<file path="config.mk">
export PLATFORM = sky130hd
export DESIGN_NAME = escape_time_fractal_iterator_unit
export DESIGN_NICKNAME = d
export VERILOG_FILES = /design/src/hw/rtl/etf_pkg.sv /design/src/hw/rtl/etf_datapath.sv /design/src/hw/rtl/etf_controller.sv /design/src/hw/rtl/escape_time_fractal_iterator_unit.sv
export SDC_FILE = /design/constraint.sdc
export NUM_CORES = 2
export LEC_CHECK = 0
export BUFFER_PORTS_ARGS = -buffer_cell sky130_fd_sc_hd__buf_2
export CORE_MARGIN = 5
export CORE_UTILIZATION = 39
export CTS_CLUSTER_DIAMETER = 30
export DETAILED_ROUTE_END_ITERATION = 16
export PLACE_DENSITY = 0.54
export SLEW_MARGIN = 40
export SYNTH_ARGS = -nofsm -noshare
export SYNTH_HDL_FRONTEND = slang
export SYNTH_SLANG_ARGS = --single-unit
export TNS_END_PERCENT = 1
</file>
<file path="constraint.sdc">
create_clock -name aclk -period 13.8 [get_ports aclk]
set_input_delay 0 -clock aclk [delete_from_list [all_inputs] [get_ports aclk]]
set_output_delay 0 -clock aclk [all_outputs]
set_load 0.02 [all_outputs]
</file>
<file path="src/hw/rtl/etf_pkg.sv">
package etf_pkg;

    // Datapath operations.
    localparam logic [3:0] OP_NONE   = 4'd0;
    localparam logic [3:0] OP_LOAD   = 4'd1;
    localparam logic [3:0] OP_XFORM  = 4'd2;
    localparam logic [3:0] OP_MUL    = 4'd3;
    localparam logic [3:0] OP_SQ     = 4'd4;
    localparam logic [3:0] OP_ADDC   = 4'd5;
    localparam logic [3:0] OP_DSUM   = 4'd6;
    localparam logic [3:0] OP_DIVLD  = 4'd7;
    localparam logic [3:0] OP_DIVSTP = 4'd8;
    localparam logic [3:0] OP_DIVWR  = 4'd9;
    localparam logic [3:0] OP_LWGT   = 4'd10;
    localparam logic [3:0] OP_LAM    = 4'd11;

    // Multiplier operand selects (SEL_C is cr on side a, ci on side b).
    localparam logic [1:0] SEL_X = 2'd0;
    localparam logic [1:0] SEL_Y = 2'd1;
    localparam logic [1:0] SEL_C = 2'd2;

    // Register indexes.
    localparam logic [2:0] REG_MAX_ITER = 3'd0;
    localparam logic [2:0] REG_VARIANT  = 3'd1;
    localparam logic [2:0] REG_JULIA_EN = 3'd2;
    localparam logic [2:0] REG_JULIA_RE = 3'd3;
    localparam logic [2:0] REG_JULIA_IM = 3'd4;

    // Variant codes.
    localparam logic [3:0] V_MANDEL   = 4'd1;
    localparam logic [3:0] V_PERP_MB  = 4'd2;
    localparam logic [3:0] V_SHIP     = 4'd3;
    localparam logic [3:0] V_PERP_BS  = 4'd4;
    localparam logic [3:0] V_TRICORN  = 4'd5;
    localparam logic [3:0] V_DOUBLE   = 4'd6;
    localparam logic [3:0] V_CELTIC   = 4'd7;
    localparam logic [3:0] V_PERP_CE  = 4'd8;
    localparam logic [3:0] V_BUFFALO  = 4'd9;
    localparam logic [3:0] V_PERP_BU  = 4'd10;
    localparam logic [3:0] V_INVERSE  = 4'd11;
    localparam logic [3:0] V_LAMBDA   = 4'd12;

    typedef struct packed {
        logic [3:0] op;
        logic [1:0] asel;
        logic [1:0] bsel;
        logic [1:0] dst;
        logic       absx;
        logic       absy;
        logic       negy;
        logic       sel_y;
        logic       last;
    } etf_cmd_t;

    typedef struct packed {
        logic escaped;
        logic d_zero;
        logic div_done;
    } etf_status_t;

    function automatic etf_cmd_t etf_op(input logic [3:0] op, input logic sel_y);
        etf_cmd_t c;
        c = '0;
        c.op = op;
        c.sel_y = sel_y;
        return c;
    endfunction

    function automatic etf_cmd_t etf_mul(input logic [1:0] a, input logic [1:0] b,
                                         input logic [1:0] dst);
        etf_cmd_t c;
        c = '0;
        c.op = OP_MUL;
        c.asel = a;
        c.bsel = b;
        c.dst = dst;
        return c;
    endfunction

    function automatic etf_cmd_t etf_xf(input logic ax, input logic ay, input logic ny);
        etf_cmd_t c;
        c = '0;
        c.op = OP_XFORM;
        c.absx = ax;
        c.absy = ay;
        c.negy = ny;
        return c;
    endfunction

    // Complex square: x*x, y*y, x*y, then combine.
    function automatic etf_cmd_t etf_sq(input logic [3:0] i);
        etf_cmd_t c;
        unique case (i[1:0])
            2'd0:    c = etf_mul(SEL_X, SEL_X, 2'd0);
            2'd1:    c = etf_mul(SEL_Y, SEL_Y, 2'd1);
            2'd2:    c = etf_mul(SEL_X, SEL_Y, 2'd2);
            default: c = etf_op(OP_SQ, 1'b0);
        endcase
        return c;
    endfunction

    // Micro-program of one iteration step; v is already folded to 1..12.
    function automatic etf_cmd_t etf_ucode(input logic [3:0] v, input logic [3:0] pc);
        etf_cmd_t c;
        logic [3:0] len;
        unique case (v)
            V_PERP_MB, V_SHIP, V_PERP_BS, V_TRICORN: begin
                len = 4'd6;
                if (pc == 4'd0)
                    c = etf_xf(v == V_PERP_MB || v == V_SHIP, v == V_SHIP || v == V_PERP_BS,
                               v == V_PERP_MB || v == V_TRICORN);
                else if (pc < 4'd5) c = etf_sq(pc - 4'd1);
                else c = etf_op(OP_ADDC, 1'b0);
            end
            V_DOUBLE: begin
                len = 4'd11;
                if (pc == 4'd0) c = etf_xf(1'b1, 1'b0, 1'b0);
                else if (pc < 4'd5) c = etf_sq(pc - 4'd1);
                else if (pc == 4'd5) c = etf_op(OP_ADDC, 1'b0);
                else if (pc == 4'd6) c = etf_xf(1'b0, 1'b0, 1'b1);
                else c = etf_sq(pc - 4'd7);
            end
            V_CELTIC, V_PERP_CE, V_BUFFALO: begin
                len = 4'd6;
                if (pc < 4'd4) c = etf_sq(pc);
                else if (pc == 4'd4)
                    c = etf_xf(1'b1, v == V_BUFFALO, v == V_PERP_CE);
                else c = etf_op(OP_ADDC, 1'b0);
            end
            V_PERP_BU: begin
                len = 4'd7;
                if (pc == 4'd0) c = etf_xf(1'b0, 1'b1, 1'b0);
                else if (pc < 4'd5) c = etf_sq(pc - 4'd1);
                else if (pc == 4'd5) c = etf_xf(1'b1, 1'b0, 1'b0);
                else c = etf_op(OP_ADDC, 1'b0);
            end
            V_INVERSE: begin
                len = 4'd14;
                priority case (1'b1)
                    pc < 4'd4:   c = etf_sq(pc);
                    pc == 4'd4:  c = etf_mul(SEL_X, SEL_X, 2'd0);
                    pc == 4'd5:  c = etf_mul(SEL_Y, SEL_Y, 2'd1);
                    pc == 4'd6:  c = etf_op(OP_DSUM, 1'b0);
                    pc == 4'd7:  c = etf_op(OP_DIVLD, 1'b0);
                    pc == 4'd8:  c = etf_op(OP_DIVSTP, 1'b0);
                    pc == 4'd9:  c = etf_op(OP_DIVWR, 1'b0);
                    pc == 4'd10: c = etf_op(OP_DIVLD, 1'b1);
                    pc == 4'd11: c = etf_op(OP_DIVSTP, 1'b1);
                    pc == 4'd12: c = etf_op(OP_DIVWR, 1'b1);
                    default:     c = etf_op(OP_ADDC, 1'b0);
                endcase
            end
            V_LAMBDA: begin
                len = 4'd10;
                priority case (1'b1)
                    pc < 4'd4:  c = etf_sq(pc);
                    pc == 4'd4: c = etf_op(OP_LWGT, 1'b0);
                    pc == 4'd5: c = etf_mul(SEL_C, SEL_X, 2'd0);
                    pc == 4'd6: c = etf_mul(SEL_Y, SEL_C, 2'd1);
                    pc == 4'd7: c = etf_mul(SEL_X, SEL_C, 2'd2);
                    pc == 4'd8: c = etf_mul(SEL_C, SEL_Y, 2'd3);
                    default:    c = etf_op(OP_LAM, 1'b0);
                endcase
            end
            default: begin
                len = 4'd5;
                if (pc < 4'd4) c = etf_sq(pc);
                else c = etf_op(OP_ADDC, 1'b0);
            end
        endcase
        c.last = (pc == len - 4'd1);
        return c;
    endfunction

endpackage

</file>
<file path="src/hw/rtl/etf_datapath.sv">
module etf_datapath
    import etf_pkg::*;
#(
    parameter int WORD_WIDTH = 32,
    parameter int FRAC_BITS  = 24
) (
    input  logic                aclk,
    input  etf_cmd_t            cmd,
    input  logic signed [31:0]  point_real,
    input  logic signed [31:0]  point_imag,
    input  logic                julia_enable,
    input  logic signed [31:0]  julia_real,
    input  logic signed [31:0]  julia_imag,
    output etf_status_t         status
);
    localparam int W  = WORD_WIDTH;
    localparam int F  = FRAC_BITS;
    localparam int SW = 2 * W + 36;
    localparam int NQ = W + F;
    localparam int CW = $clog2(NQ + 1);
    localparam int UP = (F >= 24) ? F - 24 : 0;
    localparam int DN = (F >= 24) ? 0 : 24 - F;
    localparam logic signed [SW-1:0] QMAX_X = (SW'(1) <<< (W - 1)) - SW'(1);
    localparam logic signed [SW-1:0] QMIN_X = -QMAX_X - SW'(1);
    localparam logic signed [W-1:0]  QMAX   = QMAX_X[W-1:0];
    localparam logic signed [W-1:0]  QMIN   = QMIN_X[W-1:0];
    localparam logic signed [SW-1:0] ONE_X  = SW'(1) <<< F;
    localparam logic signed [SW-1:0] ESC_X  = SW'(4) <<< F;
    localparam logic [CW-1:0]        NQ_C   = CW'(NQ);

    function automatic logic signed [W-1:0] sat(input logic signed [SW-1:0] v);
        if (v > QMAX_X) return QMAX;
        if (v < QMIN_X) return QMIN;
        return v[W-1:0];
    endfunction

    function automatic logic signed [W-1:0] qneg(input logic signed [W-1:0] a);
        return (a == QMIN) ? QMAX : -a;
    endfunction

    function automatic logic signed [W-1:0] qabs(input logic signed [W-1:0] a);
        return a[W-1] ? qneg(a) : a;
    endfunction

    function automatic logic signed [W-1:0] qin(input logic signed [31:0] r);
        logic signed [SW-1:0] e;
        e = SW'(r);
        e = (e <<< UP) >>> DN;
        return sat(e);
    endfunction

    logic signed [W-1:0]   x_reg, y_reg, cr_reg, ci_reg, d_reg;
    logic signed [2*W-1:0] p_reg [4];
    logic [W-1:0]          rem_reg;
    logic [NQ-1:0]         q_reg;
    logic [CW-1:0]         cnt_reg;
    logic                  dneg_reg;

    logic signed [W-1:0]   opa, opb, nsel, qv;
    logic signed [2*W-1:0] prod;
    logic signed [SW-1:0]  absx, absy, qsx;
    logic [W:0]            rsh;
    logic                  qbit;
    logic [W-1:0]          nmag;

    always_comb begin
        unique case (cmd.asel)
            SEL_Y:   opa = y_reg;
            SEL_C:   opa = cr_reg;
            default: opa = x_reg;
        endcase
        unique case (cmd.bsel)
            SEL_Y:   opb = y_reg;
            SEL_C:   opb = ci_reg;
            default: opb = x_reg;
        endcase
        prod = opa * opb;
        // exact magnitude sum for the escape test
        absx = x_reg[W-1] ? -SW'(x_reg) : SW'(x_reg);
        absy = y_reg[W-1] ? -SW'(y_reg) : SW'(y_reg);
        nsel = cmd.sel_y ? y_reg : x_reg;
        nmag = nsel[W-1] ? W'(-SW'(nsel)) : nsel;
        rsh  = {rem_reg, q_reg[NQ-1]};
        qbit = (rsh >= {1'b0, d_reg});
        qsx  = $signed(SW'({1'b0, q_reg}));
        qv   = sat(dneg_reg ? -qsx : qsx);
    end

    always_ff @(posedge aclk) begin
        unique case (cmd.op)
            OP_LOAD: begin
                x_reg  <= qin(point_real);
                y_reg  <= qin(point_imag);
                cr_reg <= julia_enable ? qin(julia_real) : qin(point_real);
                ci_reg <= julia_enable ? qin(julia_imag) : qin(point_imag);
            end
            OP_XFORM: begin
                if (cmd.absx) x_reg <= qabs(x_reg);
                if (cmd.absy) y_reg <= qabs(y_reg);
                else if (cmd.negy) y_reg <= qneg(y_reg);
            end
            OP_MUL: p_reg[cmd.dst] <= prod;
            OP_SQ: begin
                x_reg <= sat((SW'(p_reg[0]) - SW'(p_reg[1])) >>> F);
                y_reg <= sat(SW'(p_reg[2]) >>> (F - 1));
            end
            OP_ADDC: begin
                x_reg <= sat(SW'(x_reg) + SW'(cr_reg));
                y_reg <= sat(SW'(y_reg) + SW'(ci_reg));
            end
            OP_DSUM:
                d_reg <= sat(SW'(sat(SW'(p_reg[0]) >>> F)) + SW'(sat(SW'(p_reg[1]) >>> F)));
            OP_DIVLD: begin
                dneg_reg <= nsel[W-1];
                q_reg    <= {nmag, F'(0)};
                rem_reg  <= '0;
                cnt_reg  <= '0;
            end
            OP_DIVSTP: begin
                if (cnt_reg != NQ_C) begin
                    rem_reg <= qbit ? W'(rsh - {1'b0, d_reg}) : rsh[W-1:0];
                    q_reg   <= {q_reg[NQ-2:0], qbit};
                    cnt_reg <= cnt_reg + CW'(1);
                end
            end
            OP_DIVWR: begin
                if (cmd.sel_y) y_reg <= qv;
                else x_reg <= qv;
            end
            OP_LWGT: begin
                x_reg <= sat(ONE_X - SW'(x_reg));
                y_reg <= qneg(y_reg);
            end
            OP_LAM: begin
                x_reg <= sat((SW'(p_reg[0]) - SW'(p_reg[1])) >>> F);
                y_reg <= sat((SW'(p_reg[2]) + SW'(p_reg[3])) >>> F);
            end
            default: ;
        endcase
    end

    assign status.escaped  = (absx + absy) > ESC_X;
    assign status.d_zero   = (d_reg == '0);
    assign status.div_done = (cnt_reg == NQ_C);

endmodule

</file>
<file path="src/hw/rtl/etf_controller.sv">
module etf_controller
    import etf_pkg::*;
(
    input  logic         aclk,
    input  logic         aresetn,
    input  logic         in_valid,
    output logic         in_ready,
    input  logic [3:0]   variant,
    input  logic [15:0]  max_iterations,
    input  etf_status_t  status,
    input  logic         out_free,
    output logic         out_load,
    output logic [16:0]  count,
    output etf_cmd_t     cmd
);
    localparam logic [1:0] ST_IDLE   = 2'd0;
    localparam logic [1:0] ST_CHECK  = 2'd1;
    localparam logic [1:0] ST_RUN    = 2'd2;
    localparam logic [1:0] ST_FINISH = 2'd3;

    logic [1:0]  state_reg, state_next;
    logic [3:0]  pc_reg, pc_next;
    logic [16:0] count_reg, count_next;
    logic        esc_reg, esc_next, dead_reg, dead_next;
    logic        esc_now, step_end;
    etf_cmd_t    ucmd;

    always_comb begin
        ucmd       = etf_ucode(variant, pc_reg);
        esc_now    = (count_reg > 17'(max_iterations)) || (!dead_reg && status.escaped);
        state_next = state_reg;
        pc_next    = pc_reg;
        count_next = count_reg;
        esc_next   = esc_reg;
        dead_next  = dead_reg;
        cmd        = etf_op(OP_NONE, 1'b0);
        step_end   = 1'b0;
        out_load   = 1'b0;
        unique case (state_reg)
            ST_IDLE: begin
                if (in_valid) begin
                    cmd        = etf_op(OP_LOAD, 1'b0);
                    count_next = '0;
                    dead_next  = 1'b0;
                    state_next = ST_CHECK;
                end
            end
            ST_CHECK: begin
                esc_next = esc_now;
                pc_next  = '0;
                if (dead_reg) step_end = 1'b1;
                else state_next = ST_RUN;
            end
            ST_RUN: begin
                if (ucmd.op == OP_DIVLD && status.d_zero) begin
                    // zero divisor: freeze z, escape only by the limit
                    dead_next = 1'b1;
                    step_end  = 1'b1;
                end else begin
                    cmd = ucmd;
                    if (ucmd.op == OP_DIVSTP && !status.div_done) begin
                        pc_next = pc_reg;
                    end else if (ucmd.last) begin
                        step_end = 1'b1;
                    end else begin
                        pc_next = pc_reg + 4'd1;
                    end
                end
            end
            ST_FINISH: begin
                if (out_free) begin
                    out_load   = 1'b1;
                    state_next = ST_IDLE;
                end
            end
            default: state_next = ST_IDLE;
        endcase
        if (step_end) begin
            count_next = count_reg + 17'd1;
            state_next = (state_reg == ST_CHECK ? esc_now : esc_reg) ? ST_FINISH : ST_CHECK;
        end
    end

    always_ff @(posedge aclk) begin
        if (!aresetn) begin
            state_reg <= ST_IDLE;
            dead_reg  <= 1'b0;
            esc_reg   <= 1'b0;
        end else begin
            state_reg <= state_next;
            dead_reg  <= dead_next;
            esc_reg   <= esc_next;
        end
        pc_reg    <= pc_next;
        count_reg <= count_next;
    end

    assign in_ready = (state_reg == ST_IDLE);
    assign count    = count_reg;

endmodule

</file>
<file path="src/hw/rtl/escape_time_fractal_iterator_unit.sv">
// Escape-time fractal iterator. Each input transfer carries one complex point
// (Q8.24); the block iterates z <- f(z) + c in the variant chosen by register
// fractal_variant (1 Mandelbrot .. 12 lambda; other codes run as Mandelbrot)
// and returns one output transfer with the iteration count. Before each step
// it tests |re|+|im| > 4 or count > max_iterations; the step still runs, so
// the count is one past detection (1 .. max_iterations+2). With julia_enable
// set, z starts at the point and c is the configured julia constant. All
// arithmetic is saturating signed fixed point, WORD_WIDTH bits with
// FRAC_BITS fraction bits. One item is processed at a time: a complex step
// is a short micro-program on a single shared multiplier, preceded by an
// escape-test state; the inverse variant's program also holds two serial
// divisions with WORD_WIDTH+FRAC_BITS quotient bits each. The iteration
// limit max_iterations resets to 50. A finished count waits in the output
// register, so the next point can be taken while it is still held. Write
// configuration only while idle.
module escape_time_fractal_iterator_unit
    import etf_pkg::*;
#(
    parameter int WORD_WIDTH = 32,
    parameter int FRAC_BITS  = 24
) (
    input  logic        aclk,
    input  logic        aresetn,
    input  logic        s_tvalid,
    output logic        s_tready,
    input  logic [63:0] s_tdata,   // [31:0] point_real, [63:32] point_imag
    output logic        m_tvalid,
    input  logic        m_tready,
    output logic [23:0] m_tdata,   // [16:0] iteration_count, rest zero
    input  logic        cfg_wr_en,
    input  logic [2:0]  cfg_addr,
    input  logic [31:0] cfg_wdata
);
    logic [15:0]        max_iter_reg;
    logic [3:0]         variant_reg;
    logic               julia_en_reg;
    logic signed [31:0] julia_re_reg, julia_im_reg;
    logic [3:0]         variant_eff;
    logic               out_valid_reg;
    logic [16:0]        out_count_reg;
    logic               out_load;
    logic [16:0]        count;
    etf_cmd_t           cmd;
    etf_status_t        status;

    // Configuration writes; unknown indexes are dropped.
    always_ff @(posedge aclk) begin
        if (!aresetn) begin
            max_iter_reg <= 16'd50;
            variant_reg  <= V_MANDEL;
            julia_en_reg <= 1'b0;
            julia_re_reg <= 32'shFF000000;
            julia_im_reg <= '0;
        end else if (cfg_wr_en) begin
            unique case (cfg_addr)
                REG_MAX_ITER: max_iter_reg <= cfg_wdata[15:0];
                REG_VARIANT:  variant_reg  <= cfg_wdata[3:0];
                REG_JULIA_EN: julia_en_reg <= cfg_wdata[0];
                REG_JULIA_RE: julia_re_reg <= cfg_wdata;
                REG_JULIA_IM: julia_im_reg <= cfg_wdata;
                default: ;
            endcase
        end
    end

    // Fold codes that name no formula onto Mandelbrot.
    assign variant_eff = (variant_reg == 4'd0 || variant_reg > V_LAMBDA) ? V_MANDEL
                                                                         : variant_reg;

    etf_controller u_ctrl (
        .aclk           (aclk),
        .aresetn        (aresetn),
        .in_valid       (s_tvalid),
        .in_ready       (s_tready),
        .variant        (variant_eff),
        .max_iterations (max_iter_reg),
        .status         (status),
        .out_free       (!out_valid_reg || m_tready),
        .out_load       (out_load),
        .count          (count),
        .cmd            (cmd)
    );

    etf_datapath #(
        .WORD_WIDTH (WORD_WIDTH),
        .FRAC_BITS  (FRAC_BITS)
    ) u_dp (
        .aclk         (aclk),
        .cmd          (cmd),
        .point_real   (s_tdata[31:0]),
        .point_imag   (s_tdata[63:32]),
        .julia_enable (julia_en_reg),
        .julia_real   (julia_re_reg),
        .julia_imag   (julia_im_reg),
        .status       (status)
    );

    // Output register: hold the count until the transfer completes.
    always_ff @(posedge aclk) begin
        if (!aresetn) begin
            out_valid_reg <= 1'b0;
        end else if (out_load) begin
            out_valid_reg <= 1'b1;
        end else if (m_tready) begin
            out_valid_reg <= 1'b0;
        end
        if (out_load) out_count_reg <= count;
    end

    assign m_tvalid = out_valid_reg;
    assign m_tdata  = {7'd0, out_count_reg};

endmodule

</file>
Yosys cells after proc, flatten, opt, wreduce, memory -nomap -nowiden
Memory sizes are Yosys's and may differ from the RTL's.
Index checks and enable logic that the tools add are counted.
Operators by class
  $add $sub $neg: 20
  mux-type cells: 223
  $lt $le $gt $ge: 34
  reductions and logical operators: 45
  multiply operators: 1
  eq/ne operators: 70
Operators with widths (count)
  32-bit 2-to-1 mux: 75
  100-bit by 32-bit > comparator with 1-bit output, second input constant: 5
  100-bit by 32-bit < comparator with 1-bit output, second input constant: 5
  32-bit case mux with 7 select lines: 2
  15-bit 2-to-1 mux: 26
  100-bit 2-to-1 mux: 3
  32-bit negation with 100-bit output: 2
  32-bit case mux with 2 select lines: 3
  32-bit > comparator, second input constant: 4
  32-bit < comparator, second input constant: 4
  14-bit case mux with 3 select lines: 3
  41-bit by 32-bit > comparator with 1-bit output, second input constant: 3
  41-bit by 32-bit < comparator with 1-bit output, second input constant: 3
  56-bit case mux with 2 select lines: 1
  100-bit adder: 1
  100-bit by 28-bit > comparator with 1-bit output, second input constant: 1
  56-bit negation with 100-bit output: 1
  32-bit by 32-bit adder with 33-bit output: 3
  32-bit negation: 3
  15-bit case mux with 6 select lines: 1
  1-bit 2-to-1 mux: 84
  40-bit by 32-bit > comparator with 1-bit output, second input constant: 2
  40-bit by 32-bit < comparator with 1-bit output, second input constant: 2
  64-bit by 64-bit adder with 65-bit output: 1
  61 further kinds: 155
Word-level totals
  input port bits: 104
  output and inout port bits: 26
  word-level logic and storage cells: 417
  memory bits (writable): 256
  register bits after elaboration: 383
  memories kept: 1
Memory list
  u_dp.p_reg: depth 4, bits a word 64, read ports 4, clocked after memory_dff 0, wr ports 1, RTL line etf_datapath.sv:53  | logic signed [2*W-1:0] p_reg [4];

Depth between registers and ports, before layout
  depth in word-level cells: 31
  mapped depth: 54
  depth with buffers taken out: 47

Cells and area by module
A second synthesis with hierarchy kept.
Unflattened totals
  cell total of the unflattened synthesis: 10172
  area total of the unflattened synthesis: 89220.6 um^2
Modules (own cells, without submodules)
  etf_datapath: seq. area each 15344.7 um^2, cells each 9411, area an instance 82051.2 um^2, instances 1
  escape_time_fractal_iterator_unit: seq. area each 2232.1 um^2, cells each 366, area an instance 3938.8 um^2, instances 1
  etf_controller: seq. area each 710.7 um^2, cells each 395, area an instance 3230.6 um^2, instances 1

Worst setup path before layout
Ideal clock, no wire load.
  path type: reg2reg
  start point: reg u_ctrl.pc_reg[0]
  end point: mem u_dp.p_reg[0][58] in the netlist's numbering (data pin)
  arrival: 11.966 ns
  data required time: 13.527 ns
  setup slack: 1.562 ns
  setup time: 0.273 ns
  stages on the path, launching flop included: 50
  period minus slack after synthesis: 12.238 ns
  buffers on the path: 7
  path through: edfxtp_1 -> clkbuf_1 -> inv_1 -> ha_1 -> clkbuf_1 -> inv_1 -> o31ai_1 -> a31oi_1 -> o221a_2 -> a311oi_1 -> a31o_2 -> clkbuf_1 -> a21oi_1 -> and2_1 -> ha_1 -> clkbuf_1 -> clkbuf_1 -> buf_1 -> [... 14 more ...] -> fa_1 -> inv_1 -> ha_1 -> a21o_1 -> a21oi_1 -> nor2b_1 -> o41ai_1 -> o221ai_1 -> a31oi_1 -> o31ai_1 -> a221o_1 -> and2_1 -> a41oi_1 -> nand3_1 -> and3_1 -> o31a_1 -> nor2_1 -> xnor2_1
On the way
  longest elaborated chain between the ends: 19
  elaborated cells between the ends (all ways): 66
  classes of those cells: add/sub (2); mul (1); order compare (2); eq/ne (20); mux (36); reduce/logical (5)
RTL lines
  start: declaration: RTL line etf_controller.sv:22  | logic [3:0] pc_reg, pc_next;
  start signal: assignment: RTL line etf_controller.sv:94  | pc_reg <= pc_next;
  4-bit == test: RTL line etf_pkg.sv:149  | pc == 4'd12: c = etf_op(OP_DIVWR, 1'b1);
  15-bit 2-to-1 mux (10 in a row): RTL line etf_pkg.sv:139  | priority case (1'b1)
  15-bit case mux with 6 select lines (*): RTL line etf_pkg.sv:106  | unique case (v)
  4-bit by 3-bit == test with 1-bit output: RTL line etf_controller.sv:55  | if (ucmd.op == OP_DIVLD && status.d_zero) begin
  1-bit logical AND: RTL line etf_controller.sv:55
  15-bit 2-to-1 mux (*): RTL line etf_controller.sv:55
  15-bit case mux with 2 select lines (*): RTL line etf_controller.sv:39  | unique case (state_reg)
  2-bit == test (tied with other cells): RTL line etf_datapath.sv:67  | unique case (cmd.asel)
  32-bit case mux with 2 select lines, on equally long branches: RTL line etf_datapath.sv:67, etf_datapath.sv:72
  32-bit by 32-bit multiplier with 64-bit output (*): RTL line etf_datapath.sv:77  | prod = opa * opb;
  named net u_dp.prod[58]: RTL line etf_datapath.sv:60  | logic signed [2*W-1:0] prod;
  end: declaration: RTL line etf_datapath.sv:53
Mark *: on every way through the listed nets, which the timed path passes. The rest lies on a longest branch.

Worst setup path after layout
  start point: reg u_ctrl.pc_reg[1]
  end point: mem u_dp.p_reg[0][63] in the netlist's numbering (data pin)
The elaborated chain is that of the path after synthesis.

==> impl_metrics.csv <==
group,metric,value,unit
die,die_x,484,um
setup_path,startpoint_type,"flip-flop",
logic_synthesis,ys.flop_type,"edfxtp_1",
global_route,antenna_found_initial,23,
logic_synthesis,syn_inst,10024,
logic_synthesis,yosysSeqAreaShare,0.209,
setup_path,required,14380,ps
setup_path,cpMostUsedCell,"fa_1",
sta,hold_ws,42.5,ps
worst_hold_path,hp-class,"input port to flip-flop",
logic_synthesis,netlist_area,0.0875,sq mm
global_route,grt_pass1_wl,567,mm
flow_run,drv_cap,0,
placement,dpl_cell_area,0.0931,sq mm
clock_network,numCtsBuffers,152,
sta,relSlewSlack,0.369,
layout,multi_input_area,0.0633,sq mm
clock_network,clockRootBuffer,"clkbuf_16",
layout,utilization,0.450,
sta,fin_skew,119,ps
layout,final_cell_mix,"inv_1 (1338), nand2_1 (1232), fa_1 (1087)",
placement,port_buffers,122,
layout,final_common_cell,"inv_1",
layout,drive_gt1_frac,0.0893,
clock_network,cts_sinks,639,
detailed_routing,drt-total-wl,397,mm
die,pin_count,130,
clock_network,cts_buffer_depth,3,
layout,areaGrowthSynthToFinish,14.5,%
die,start_util,0.393,
logic_synthesis,postSynthAreaPerCell,8.73,sq um
sta,fmaxAchievable,76.3,MHz
logic_synthesis,yosysUniqueCellTypes,96,
logic_synthesis,ys_ff_latch,639,
sta,fin_crit,13110,ps
sta,fin_setup_tns,0,ps
layout,nNetsFinal,12072,
detailed_routing,ant_nets,0,
die,rows,173,
sta,final_max_slew_viol_count,0,
sta,hold_viol_final,0,
detailed_routing,firstDrtPassIters,8,
detailed_routing,first_iter_violations,8008,
die,dieArea,0.234,sq mm
setup_path,cpPeakStageDelay,550,ps
detailed_routing,dr_total_vias,78300,
global_route,first_global_vias,79201,
outcome,status,"finished, final reports clean",
placement,dpl.hpwl,327,mm
detailed_routing,drc_errors,0,
setup_path,crit_type,"flip-flop to flip-flop",
setup_path,crit_path_top_delay_cell,"fa_1",
placement,place_congestion,1.08,
setup_path,critPathMaxFanout,20,
layout,seq_area,0.0183,sq mm
layout,fill_cells,21826,
clock_network,clock_latency,840,ps
sta,rsz0062_at_grt,"no",
clock_network,cts_tree,"built",
logic_synthesis,ys_warn_count,0,
logic_synthesis,synthArstFlopShare,0,
layout,largest_reg_flops,256,
global_route,grt_max_degree,92,
die,core_area,0.223,sq mm
global_route,grt_usage,0.333,
setup_path,worstPathArrival,13700,ps
detailed_routing,vias_per_cell,5.83,
setup_path,crit_path_end_kind,"flip-flop",
clock_network,path_clk_slew,50,ps
sta,min_period_over_period,0.950,
clock_network,htreeDepth,4,
sta,finalSetupViolCount,0,
detailed_routing,wl_per_cell,29.6,um
layout,fin_area,0.100,sq mm
sta,tightest_slew,947,ps
die,dieHeight,484,um
global_route,overflow,0,
logic_synthesis,synth_enable_flop_cells,549,
-- critical path, delay by kind of cell (launching register included) --
kind / cells / cell delay (ps)
adder cells (fa/ha/maj): 11 / 5220
XOR/XNOR: 1 / 370
AO/OA/AOI/OAI: 19 / 4410
AND/OR/NAND/NOR: 5 / 820
flip-flops: 1 / 480
buffers and inverters: 10 / 1510
-- stage by stage --
step | setup slack (ps) | instances
after detailed placement | -169 | 12993
after CTS | 78.3 | 13413
after floorplan | 1560 | 10128
after global routing | 18.4 | 13419
final | 686 | 13431
after global placement | -82.5 | 12986
-- worst paths after layout --
check | startpoint | end | slack, ps | cells after the start
setup / recovery | u_ctrl.pc_reg[1] | u_dp.p_reg[0][63] | 690 | 46
hold / removal | cfg_wdata[28] | julia_im_reg[28] | 40 | 4
setup reg to reg | u_ctrl.pc_reg[1] | u_dp.p_reg[0][63] | 690 | 46
hold reg to reg | julia_im_reg[22] | julia_im_reg[22] | 460 | 2
-- kinds of logic (layout without fill, tap and decap cells) --
| family | Yosys count | after routing | synth area share |
|---|---|---|---|
| buffers and inverters | 1858 | 2172 | 0.0805 |
| xor gates and xnor gates | 502 | 502 | 0.0503 |
| adders and majority gates | 1656 | 1656 | 0.330 |
| and+or+nand+nor | 3064 | 3064 | 0.155 |
| muxes | 122 | 122 | 0.0150 |
| AOI/OAI and AO/OA | 2182 | 2182 | 0.160 |
| DFF | 639 | 639 | 0.209 |
| other | 1 | 119 | 0.0000429 |
-- Yosys cell counts (42+ instances only) --
cell      number  area [sq um]
a211oi_1      53           398
a21boi_0      90           676
a21o_1       253          1900
a21oi_1      546          2730
a22oi_1       67           503
a31oi_1       68           425
and2_1        82           513
clkbuf_1     465          1750
dfxtp_1       90          1800
edfxtp_1     549         16500
fa_1        1087         21800
ha_1         565          7070
inv_1       1341          5030
mux2_2        71           800
mux2i_1       51           510
nand2_1     1234          4630
nand2b_1      80           500
nand3_1      124           621
nand4_1      111           694
nor2_1       986          3700
nor2b_1       59           369
nor3_1       115           576
nor4_1        49           307
o211ai_1      43           323
o21a_1       132           991
o21ai_0      482          2410
o21ai_1       52           260
o21bai_1      56           420
o31ai_1       42           315
or3_1         60           375
xnor2_1      316          2770
xor2_1       186          1630
-- repair_timing --
action | in CTS | in global routing
setup buffers | 0 | 1
gates resized for setup | 4 | 17
hold buffers | 140 | 0
cloned | 0 | 0
endpoints found under the setup margin | 16 | 80
pin swaps | 0 | 1
hold endpoints to repair | 234 | 0
-- routing by layer --
layer | GRT usage | wire, um | vias up
li1 | - | - | 34096
met1 | 0.422 | 157000 | 39320
met2 | 0.519 | 176000 | 3891
met3 | 0.0673 | 33300 | 989
met4 | 0.211 | 30600 | 4
met5 | 0 | 27 | -
-- layout make-up --
type                       instances  area share
multi-input combinational       7631       0.632
sequential                       639       0.183
inverter                        1341      0.0503
timing repair buffer             551      0.0437
clock buffer                     170      0.0389
tap                             2975      0.0372
clock inverter                   110      0.0147
antenna                           14    0.000350
Power is not shown: default switching activity piles up to over one toggle a cycle in this logic, so the estimate is an artifact.
